==> config.mk <==
export PLATFORM = sky130hd
export DESIGN_NAME = hkts_ctrl
export DESIGN_NICKNAME = d
export VERILOG_FILES = /design/src/hdl/hkts_pkg.sv /design/src/hdl/hkts_ctrl.sv
export SDC_FILE = /design/constraint.sdc
export NUM_CORES = 1
export LEC_CHECK = 0
export ABC_CLOCK_PERIOD_IN_PS = 4500
export BUFFER_PORTS_ARGS = -buffer_cell sky130_fd_sc_hd__buf_2
export CAP_MARGIN = 10
export CORE_MARGIN = 3
export CORE_UTILIZATION = 30
export DETAILED_ROUTE_END_ITERATION = 8
export GPL_ROUTABILITY_DRIVEN = 0
export HOLD_SLACK_MARGIN = 0.06
export SYNTH_ARGS = -nofsm -noshare
export SYNTH_HDL_FRONTEND = slang
export SYNTH_SLANG_ARGS = --single-unit
==> constraint.sdc <==
create_clock -name aclk -period 4.5 [get_ports aclk]
set_input_delay 0.9 -clock aclk [delete_from_list [all_inputs] [get_ports aclk]]
set_output_delay 0.9 -clock aclk [all_outputs]
set_load 0.02 [all_outputs]
==> src/hdl/hkts_pkg.sv <==
// ----------------------------------------------------------------------------
// hkts_pkg
// Shared types and constants for the top-k frequency sketch unit.
// ----------------------------------------------------------------------------
package hkts_pkg;

    // parameter defaults
    localparam int ROWS_DEF        = 4;
    localparam int COLS_DEF        = 1024;
    localparam int TOPK_DEF        = 16;
    localparam int COUNT_WIDTH_DEF = 16;

    // fixed field widths
    localparam int FP_W     = 64;
    localparam int RND_W    = 31;
    localparam int RND_ROWS = 4;
    localparam int EST_W    = 16;
    localparam int THR_W    = 16;
    localparam int BASE_W   = 20;
    localparam int RANK_W   = 4;
    localparam int OP_W     = 2;
    localparam int S_DATA_W = 192;
    localparam int M_DATA_W = 168;

    // decay power: Q16 accumulator, divisor limit 2^31-1 => 47 bits
    localparam int P_W             = 47;
    localparam logic [P_W-1:0] Q16_ONE = P_W'(65536);

    // configuration port
    localparam int APB_ADDR_W = 3;
    localparam int APB_DATA_W = 32;
    localparam logic REG_THR  = 1'b0;
    localparam logic REG_BASE = 1'b1;
    localparam logic [THR_W-1:0]  THR_RESET  = 16'd10;
    localparam logic [BASE_W-1:0] BASE_RESET = 20'd70779;

    // operation codes
    typedef enum logic [OP_W-1:0] {
        OP_INSERT = 2'd0,
        OP_READ   = 2'd1,
        OP_CLEAR  = 2'd2
    } op_t;

    // rank cursor updates
    typedef enum logic [2:0] {
        RK_HOLD,
        RK_ZERO,
        RK_INC,
        RK_INPUT,
        RK_LAST,
        RK_OCC,
        RK_PRANK
    } rank_op_t;

    // controller states
    typedef enum logic [4:0] {
        ST_BOOT_CLR,
        ST_IDLE,
        ST_CLEAR,
        ST_RD_ADDR,
        ST_RD_DATA,
        ST_HASH,
        ST_SRCH_ADDR,
        ST_SRCH_DATA,
        ST_ROW_RD,
        ST_ROW_CHK,
        ST_POW,
        ST_DIV,
        ST_DECAY,
        ST_STORE,
        ST_EV_RD,
        ST_EV_DATA,
        ST_UPD,
        ST_FINISH
    } state_t;

    // controller to datapath
    typedef struct packed {
        logic     load;
        rank_op_t rank_op;
        logic     hash_step;
        logic     top_rd;
        logic     srch_cmp;
        logic     rd_cap;
        logic     bkt_rd;
        logic     row_hit;
        logic     row_inc;
        logic     pow_start;
        logic     pow_step;
        logic     div_start;
        logic     div_step;
        logic     row_decay;
        logic     ev_cap;
        logic     upd;
        logic     clr_step;
        logic     res_load;
    } hkts_cmd_t;

    // datapath to controller
    typedef struct packed {
        logic hash_last;
        logic srch_more;
        logic top_match;
        logic bkt_match;
        logic row_last;
        logic pow_done;
        logic pow_nodecay;
        logic div_done;
        logic rem_zero;
        logic admit;
        logic refresh;
        logic full;
        logic rd_ok;
        logic clr_last;
        logic out_free;
    } hkts_stat_t;

endpackage

==> src/hdl/hkts_ctrl.sv <==
// ----------------------------------------------------------------------------
// hkts_ctrl
// Sequencer for the sketch unit: walks each operation through its steps.
// ----------------------------------------------------------------------------
module hkts_ctrl
    import hkts_pkg::*;
(
    input  logic            aclk,
    input  logic            aresetn,
    input  logic            s_tvalid,
    input  logic [OP_W-1:0] s_op,
    output logic            s_tready,
    input  hkts_stat_t      stat,
    output hkts_cmd_t       cmd
);

    state_t state_reg, state_next;

    // state register; reset starts with a clearing pass
    always_ff @(posedge aclk) begin
        if (!aresetn) begin
            state_reg <= ST_BOOT_CLR;
        end else begin
            state_reg <= state_next;
        end
    end

    // next state and commands
    always_comb begin
        logic row_done;
        row_done   = 1'b0;
        cmd        = '0;
        cmd.rank_op = RK_HOLD;
        state_next = state_reg;
        s_tready   = 1'b0;

        unique case (state_reg)
            ST_BOOT_CLR: begin
                cmd.clr_step = 1'b1;
                if (stat.clr_last) state_next = ST_IDLE;
            end
            ST_IDLE: begin
                s_tready = 1'b1;
                if (s_tvalid) begin
                    cmd.load = 1'b1;
                    unique case (op_t'(s_op))
                        OP_INSERT: begin
                            cmd.rank_op = RK_ZERO;
                            state_next  = ST_HASH;
                        end
                        OP_READ: begin
                            cmd.rank_op = RK_INPUT;
                            state_next  = ST_RD_ADDR;
                        end
                        OP_CLEAR: state_next = ST_CLEAR;
                        default:  state_next = ST_FINISH;
                    endcase
                end
            end
            ST_CLEAR: begin
                cmd.clr_step = 1'b1;
                if (stat.clr_last) state_next = ST_FINISH;
            end
            ST_RD_ADDR: begin
                if (stat.rd_ok) begin
                    cmd.top_rd = 1'b1;
                    state_next = ST_RD_DATA;
                end else begin
                    state_next = ST_FINISH;
                end
            end
            ST_RD_DATA: begin
                cmd.rd_cap = 1'b1;
                state_next = ST_FINISH;
            end
            ST_HASH: begin
                cmd.hash_step = 1'b1;
                if (stat.hash_last) state_next = ST_SRCH_ADDR;
            end
            ST_SRCH_ADDR: begin
                if (stat.srch_more) begin
                    cmd.top_rd = 1'b1;
                    state_next = ST_SRCH_DATA;
                end else begin
                    state_next = ST_ROW_RD;
                end
            end
            ST_SRCH_DATA: begin
                cmd.srch_cmp = 1'b1;
                if (stat.top_match) begin
                    state_next = ST_ROW_RD;
                end else begin
                    cmd.rank_op = RK_INC;
                    state_next  = ST_SRCH_ADDR;
                end
            end
            ST_ROW_RD: begin
                cmd.bkt_rd = 1'b1;
                state_next = ST_ROW_CHK;
            end
            ST_ROW_CHK: begin
                if (stat.bkt_match) begin
                    cmd.row_hit = 1'b1;
                    row_done    = 1'b1;
                end else begin
                    cmd.pow_start = 1'b1;
                    state_next    = ST_POW;
                end
            end
            ST_POW: begin
                if (!stat.pow_done) begin
                    cmd.pow_step = 1'b1;
                end else if (stat.pow_nodecay) begin
                    row_done = 1'b1;
                end else begin
                    cmd.div_start = 1'b1;
                    state_next    = ST_DIV;
                end
            end
            ST_DIV: begin
                if (!stat.div_done) begin
                    cmd.div_step = 1'b1;
                end else if (stat.rem_zero) begin
                    state_next = ST_DECAY;
                end else begin
                    row_done = 1'b1;
                end
            end
            ST_DECAY: begin
                cmd.row_decay = 1'b1;
                row_done      = 1'b1;
            end
            ST_STORE: begin
                if (stat.admit && stat.full) begin
                    cmd.rank_op = RK_LAST;
                    state_next  = ST_EV_RD;
                end else if (stat.admit) begin
                    cmd.rank_op = RK_OCC;
                    state_next  = ST_UPD;
                end else if (stat.refresh) begin
                    cmd.rank_op = RK_PRANK;
                    state_next  = ST_UPD;
                end else begin
                    state_next = ST_FINISH;
                end
            end
            ST_EV_RD: begin
                cmd.top_rd = 1'b1;
                state_next = ST_EV_DATA;
            end
            ST_EV_DATA: begin
                cmd.ev_cap = 1'b1;
                state_next = ST_UPD;
            end
            ST_UPD: begin
                cmd.upd    = 1'b1;
                state_next = ST_FINISH;
            end
            ST_FINISH: begin
                if (stat.out_free) begin
                    cmd.res_load = 1'b1;
                    state_next   = ST_IDLE;
                end
            end
            default: state_next = ST_IDLE;
        endcase

        // move on to the next sketch row or to the store update
        if (row_done) begin
            if (stat.row_last) begin
                state_next = ST_STORE;
            end else begin
                cmd.row_inc = 1'b1;
                state_next  = ST_ROW_RD;
            end
        end
    end

endmodule

==> run summary, run 1 <==
outcome - complete, no violations
IO buf count - 40
Total Wirelength - 2861 um
Switch Pwr - 127.5 uW
required time worst endpoint - 3.60 ns
DIE AREA - 3808 um2
Synth async-reset ratio - 0
vias in the first global route - 1,012
setup TNS - 0 ns
leakage - 0.0005007 uW
post-DR wirelength/cell - 13.62 um
Commonest cells post-synth - nand2_1, nor2_1, nor3_1, o21ai_0, clkbuf_1
clk buf depth - 2
most frequent cell after synthesis - nand2_1
Fillers - 312
CTS tree - yes
skew final - 0.004889 ns
period utilization - 0.7251
R2R depth - 5
Pre-Repair DR Iteration Count - 4
critical path class - reg -> out
Internal Pwr Total - 144.4 uW
root buffer cell - clkbuf_4
Max FO, Critical Path - 30
H-tree levels - 1
die width - 61.71 um
Rel. slew slack - 0.4228
Via density - 5.481
Setup Buffers After CTS - 0
largest cells by area after synthesis - dfxtp_1, ha_1, nor3_1
CTS buffer count - 3
first-pass GRT wire length - 4602 um
clock power share - 0.202
Yosys top cell area share - 0.1075
Comb power frac - 0.594
syn_area_per_cell - 6.376 um2
via count - 1,151
Seq pwr share - 0.204
Worst EP arrival - 2.36 ns
I/O pin count - 41
Hold Path Class - reg -> reg
Core Area - 2853 um2
#FFs+latches synth - 5
Final Hold Viols - 0
Tot Pwr - 271.9 uW
Starting DRT DRC Count - 102
Fmax - 306.5 MHz
hpwl dp - 2159 um
Period minus WS final - 3.263 ns
Antenna Cells - 0
hold path depth - 3
Peak supply drop - 101.2 uV
global route overflow - 0
syn_nets - 171
Ys Warns - 0
Yosys cell types - 41
number of enable flip-flop cells after synthesis - 0
DRT antenna net count - 0
CP Capture Type - output pin
number of flip-flops in the largest register - 5
Die Ht - 61.71 um
Seq/Total Area, Yosys - 0.1075
unrepaired setup endpoints after global routing - no
initial antenna violation count - 0
Synth Cell Area - 930.9 um2
Hold-fix buffers, CTS - 0
final net count - 205
Clock transition at path regs - 0.05 ns
Area after DPL - 1121 um2
Area Overhead vs Synth - 23.25%
Initial Utilization - 0.3263
setup violators final - 0
total of max-cap violations - 0
predominant post-synthesis flop cell - dfxtp_1
insertion delay to the later sink of the worst-skew pair - 0.25 ns
drt drc - 0
Worst setup SP type - flop
Sw Share - 0.4690
cts repair resizes - 0
Sink Count - 5
post-synth top area cell - dfxtp_1
pin count of the biggest net entering global routing - 31
Row Count - 19
Slew Viols, Final - 0
Post-Layout Inst Area - 1147 um2
worst slew pin tran - 0.8646 ns
PwrDens - 237.0 nW/um2
total track usage - 0.1522
share of cells above drive strength 1 - 0.2793
cells after synthesis - 146
-- final timing paths --
| path | start | end | slack, ns |
|---|---|---|---|
| max | state_reg[3] | cmd[9] | 1.24 |
| min | state_reg[0] | state_reg[0] | 0.70 |
| max reg2reg | state_reg[4] | state_reg[1] | 2.01 |
| min reg2reg | state_reg[0] | state_reg[0] | 0.70 |
-- final cells by class --
type                    instances  area, um2  share of cell area
clock buffers                   4      26.28             0.02290
inverters                       6      22.52             0.01963
multi-input cells             123      752.0              0.6554
flip-flops and latches          5      100.1             0.08724
well taps                      31      38.79             0.03381
repair buffers                 41      207.7              0.1810
-- through the flow --
step / cells / hold slack (ns) / util / worst slack [ns]
floorplan: 146 / 0.6461 / - / 1.397
global placement: 206 / 0.6893 / 0.3930 / 1.527
detailed placement: 206 / 0.6976 / 0.3930 / 1.497
CTS: 210 / 0.7035 / 0.4022 / 1.232
global route: 210 / 0.7412 / 0.4022 / 1.073
finish: 210 / 0.7027 / 0.4022 / 1.237
-- power groups by stage --
stage	registers, uW	logic, uW	clock network [uW]
after floorplan	51.8	118	0
after global placement	56.2	161	0
after detailed placement	56.5	161	0
after CTS	55.6	161	54.3
after global routing	56.3	179	57.0
final	55.6	161	54.9
-- cells in the final DEF (no fill, tap or decap), types with 2 or more instances in the layout --
| cell type | Yosys | layout |
|---|---|---|
| inv_1 | 6 | 6 |
| nand2_1 | 16 | 16 |
| nor4_1 | 4 | 4 |
| nand3b_1 | 2 | 2 |
| a31oi_1 | 3 | 3 |
| dfxtp_1 | 5 | 5 |
| o211ai_1 | 2 | 2 |
| or3_1 | 3 | 3 |
| clkbuf_4 | 0 | 3 |
| and2_1 | 2 | 2 |
| nor3b_1 | 3 | 3 |
| o32ai_1 | 4 | 4 |
| nor2b_1 | 5 | 5 |
| a21oi_1 | 7 | 7 |
| ha_1 | 5 | 5 |
| nand2b_1 | 7 | 7 |
| buf_2 | 0 | 40 |
| o21ai_0 | 11 | 11 |
| nand3_1 | 4 | 4 |
| and3_1 | 2 | 2 |
| nor2_1 | 14 | 14 |
| nor3_1 | 12 | 12 |
-- critical path: stages (launching register included) --
cell     delay (ns)
dfxtp_1        0.88
or4bb_1        0.61
a21o_1         0.21
and2_1         0.16
nor2_1         0.09
buf_2          0.17
-- routing by layer --
layer | global-route usage | part of all wire | vias to the layer above | wire length [um]
met5 | 0 | 0 | - | 0
met1 | 0.2345 | 0.47 | 506 | 1352
met2 | 0.2407 | 0.46 | 48 | 1304
li1 | - | - | 597 | -
met4 | 0.02121 | 0 | 0 | 0
met3 | 0.004132 | 0.071 | 0 | 204
-- cells by family (layout without fill, tap and decap cells) --
logic type	after synthesis	after routing	synth area share
and+or+nand+nor	81	81	0.4771
AOI/OAI and AO/OA	35	35	0.2419
buffers and inverters	18	51	0.08467
adders and majority gates	5	5	0.06720
DFF	5	5	0.1075
xor gates and xnor gates	1	1	0.009410
muxes	1	1	0.01210
(Power assumes the default switching activity.)
==> run 2: changes to the inputs <==
--- a/config.mk
+++ b/config.mk
@@ -5,7 +5,7 @@
 export SDC_FILE = /design/constraint.sdc
 export NUM_CORES = 1
 export LEC_CHECK = 0
-export ABC_CLOCK_PERIOD_IN_PS = 4500
+export ABC_CLOCK_PERIOD_IN_PS = 3400
 export BUFFER_PORTS_ARGS = -buffer_cell sky130_fd_sc_hd__buf_2
 export CAP_MARGIN = 10
 export CORE_MARGIN = 3
==> constraint.sdc (replaced) <==
create_clock -name aclk -period 3.4 [get_ports aclk]
set_input_delay 0.68 -clock aclk [delete_from_list [all_inputs] [get_ports aclk]]
set_output_delay 0.68 -clock aclk [all_outputs]
set_load 0.02 [all_outputs]
==> run summary, run 2 (same netlist as run 1, synthesis figures left out) <==
total track usage - 0.1667 (was 0.1522)
Starting DRT DRC Count - 112 (was 102)
global route overflow - 0 (unchanged)
worst slew pin tran - 0.6623 ns (was 0.8646 ns)
Total Wirelength - 2998 um (was 2861 um)
via count - 1,191 (was 1,151)
CP Capture Type - output pin (unchanged)
Via density - 5.618 (was 5.481)
Fillers - 318 (was 312)
capturing point of the worst reg2reg path - state_reg[2] (was state_reg[1])
Sink Count - 5 (unchanged)
most frequent cells in the layout - buf_2, nand2_1, nor2_1 (unchanged)
Rel. slew slack - 0.5579 (was 0.4228)
Fmax - 349.9 MHz
share of cells above drive strength 1 - 0.2873 (was 0.2793)
Slew Viols, Final - 0 (unchanged)
Tot Pwr - 361.3 uW (was 271.9 uW)
Hold-fix buffers, CTS - 0 (unchanged)
H-tree levels - 1 (unchanged)
Final WS setup - 0.5422 ns (was 1.237 ns)
hold path depth - 2 (was 3)
Peak supply drop - 154.4 uV (was 101.2 uV)
drt drc - 0 (unchanged)
Area after DPL - 1136 um2 (was 1121 um2)
die width - 61.71 um (unchanged)
commonest non-fill, non-tap cell in the layout - buf_2 (unchanged)
PwrDens - 310.8 nW/um2 (was 237.0 nW/um2)
CTS tree - yes (unchanged)
leakage - 0.0005116 uW (was 0.0005007 uW)
skew final - 0.009346 ns (was 0.004889 ns)
setup TNS - 0 ns (unchanged)
Final Hold Viols - 0 (unchanged)
Reg area - 100.1 um2 (unchanged)
cts repair resizes - 0 (unchanged)
Period minus WS final - 2.858 ns
first-pass GRT wire length - 4905 um (was 4602 um)
R2R setup slack - 0.88 ns (was 2.01 ns)
Core Area - 2853 um2 (unchanged)
hpwl dp - 2336 um (was 2159 um)
required time worst endpoint - 2.72 ns (was 3.60 ns)
RR Startpoint - state_reg[4] (unchanged)
Row Count - 19 (unchanged)
DRT antenna net count - 0 (unchanged)
outcome - complete, no violations (unchanged)
Max FO, Critical Path - 20 (was 30)
IO buf count - 40 (unchanged)
total of max-cap violations - 0 (unchanged)
CTS buffer count - 3 (unchanged)
Antenna Cells - 0 (unchanged)
hold path start - state_reg[1] (was state_reg[0])
Pre-Repair DR Iteration Count - 4 (unchanged)
Worst setup SP type - flop (unchanged)
insertion delay to the later sink of the worst-skew pair - 0.25 ns (about the same)
final net count - 207 (was 205)
I/O pin count - 41 (unchanged)
Hold Path Class - reg -> reg (unchanged)
Initial Utilization - 0.3263 (unchanged)
clk buf depth - 2 (unchanged)
pre-CTS setup slack - 0.8221 ns (was 1.497 ns)
Setup Buffers After CTS - 0 (unchanged)
Hold Path Sink - state_reg[1] (was state_reg[0])
Multi-input gate area - 752.0 um2 (unchanged)
Area Overhead vs Synth - 24.87% (was 23.25%)
Worst EP arrival - 2.18 ns (was 2.36 ns)
Die Ht - 61.71 um (unchanged)
unrepaired setup endpoints after global routing - no (unchanged)
DIE AREA - 3808 um2 (unchanged)
number of flip-flops in the largest register - 5 (unchanged)
initial antenna violation count - 0 (unchanged)
pin count of the biggest net entering global routing - 23 (was 31)
Post-Layout Inst Area - 1162 um2 (was 1147 um2)
post-DR wirelength/cell - 14.14 um (was 13.62 um)
setup violators final - 0 (unchanged)
period utilization - 0.8405
R2R depth - 5 (unchanged)
critical path class - reg -> out (unchanged)
vias in the first global route - 1,082 (was 1,012)
root buffer cell - clkbuf_4 (unchanged)
Clock transition at path regs - 0.05 ns (about the same)
run 2: changes by cell type in the layout (fill, tap and decap cells not counted):
cell / change
buf_4: +2
run 2: worst max-delay path, cell delays in order, from the launching register on:
cell	delay (ns)
dfxtp_1	0.48
or4b_2	0.75
nor2_1	0.15
and2_1	0.19
o21ai_0	0.09
o21ai_0	0.07
buf_2	0.19
run 2: how the worst max path moves through the flow:
| stage | from | endpoint |
|---|---|---|
| 2_1_floorplan | state_reg[0] | cmd[16] |
| 3_3_place_gp | state_reg[2] | cmd[16] |
| 3_5_place_dp | state_reg[2] | cmd[16] |
| 4_1_cts | state_reg[2] | cmd[16] |
| 5_1_grt | state_reg[2] | cmd[16] |
| 6_report | state_reg[2] | cmd[16] |
run 2: layout make-up:
class	count	area share
Clock buffer	4	0.02261
Inverter	6	0.01938
Timing Repair Buffer	43	0.1916
Multi-Input combinational cell	123	0.6469
Sequential cell	5	0.08611
Tap cell	31	0.03337
run 2: per-stage QoR:
stage | utilization | hold WS, ns | std cells
2_1_floorplan | - | 0.6461 | 146
3_3_place_gp | 0.3982 | 0.4736 | 208
3_5_place_dp | 0.3982 | 0.4823 | 208
4_1_cts | 0.4075 | 0.4933 | 212
5_1_grt | 0.4075 | 0.5222 | 212
6_report | 0.4075 | 0.4888 | 212
run 2: layer usage:
layer | wire length [um] | vias up | track usage
met3 | 235 | 4 | 0.03926
li1 | - | 602 | -
met4 | 31 | 0 | 0.03030
met1 | 1397 | 537 | 0.2286
met5 | 0 | - | 0
met2 | 1334 | 48 | 0.2691
run 2: power by group:
group,switching [uW],internal [uW],leakage [uW]
clock,27.9,44.6,0.0000150
combinational,124,82.6,0.000456
sequential,17.3,65.0,0.0000406
total,169,192,0.000512
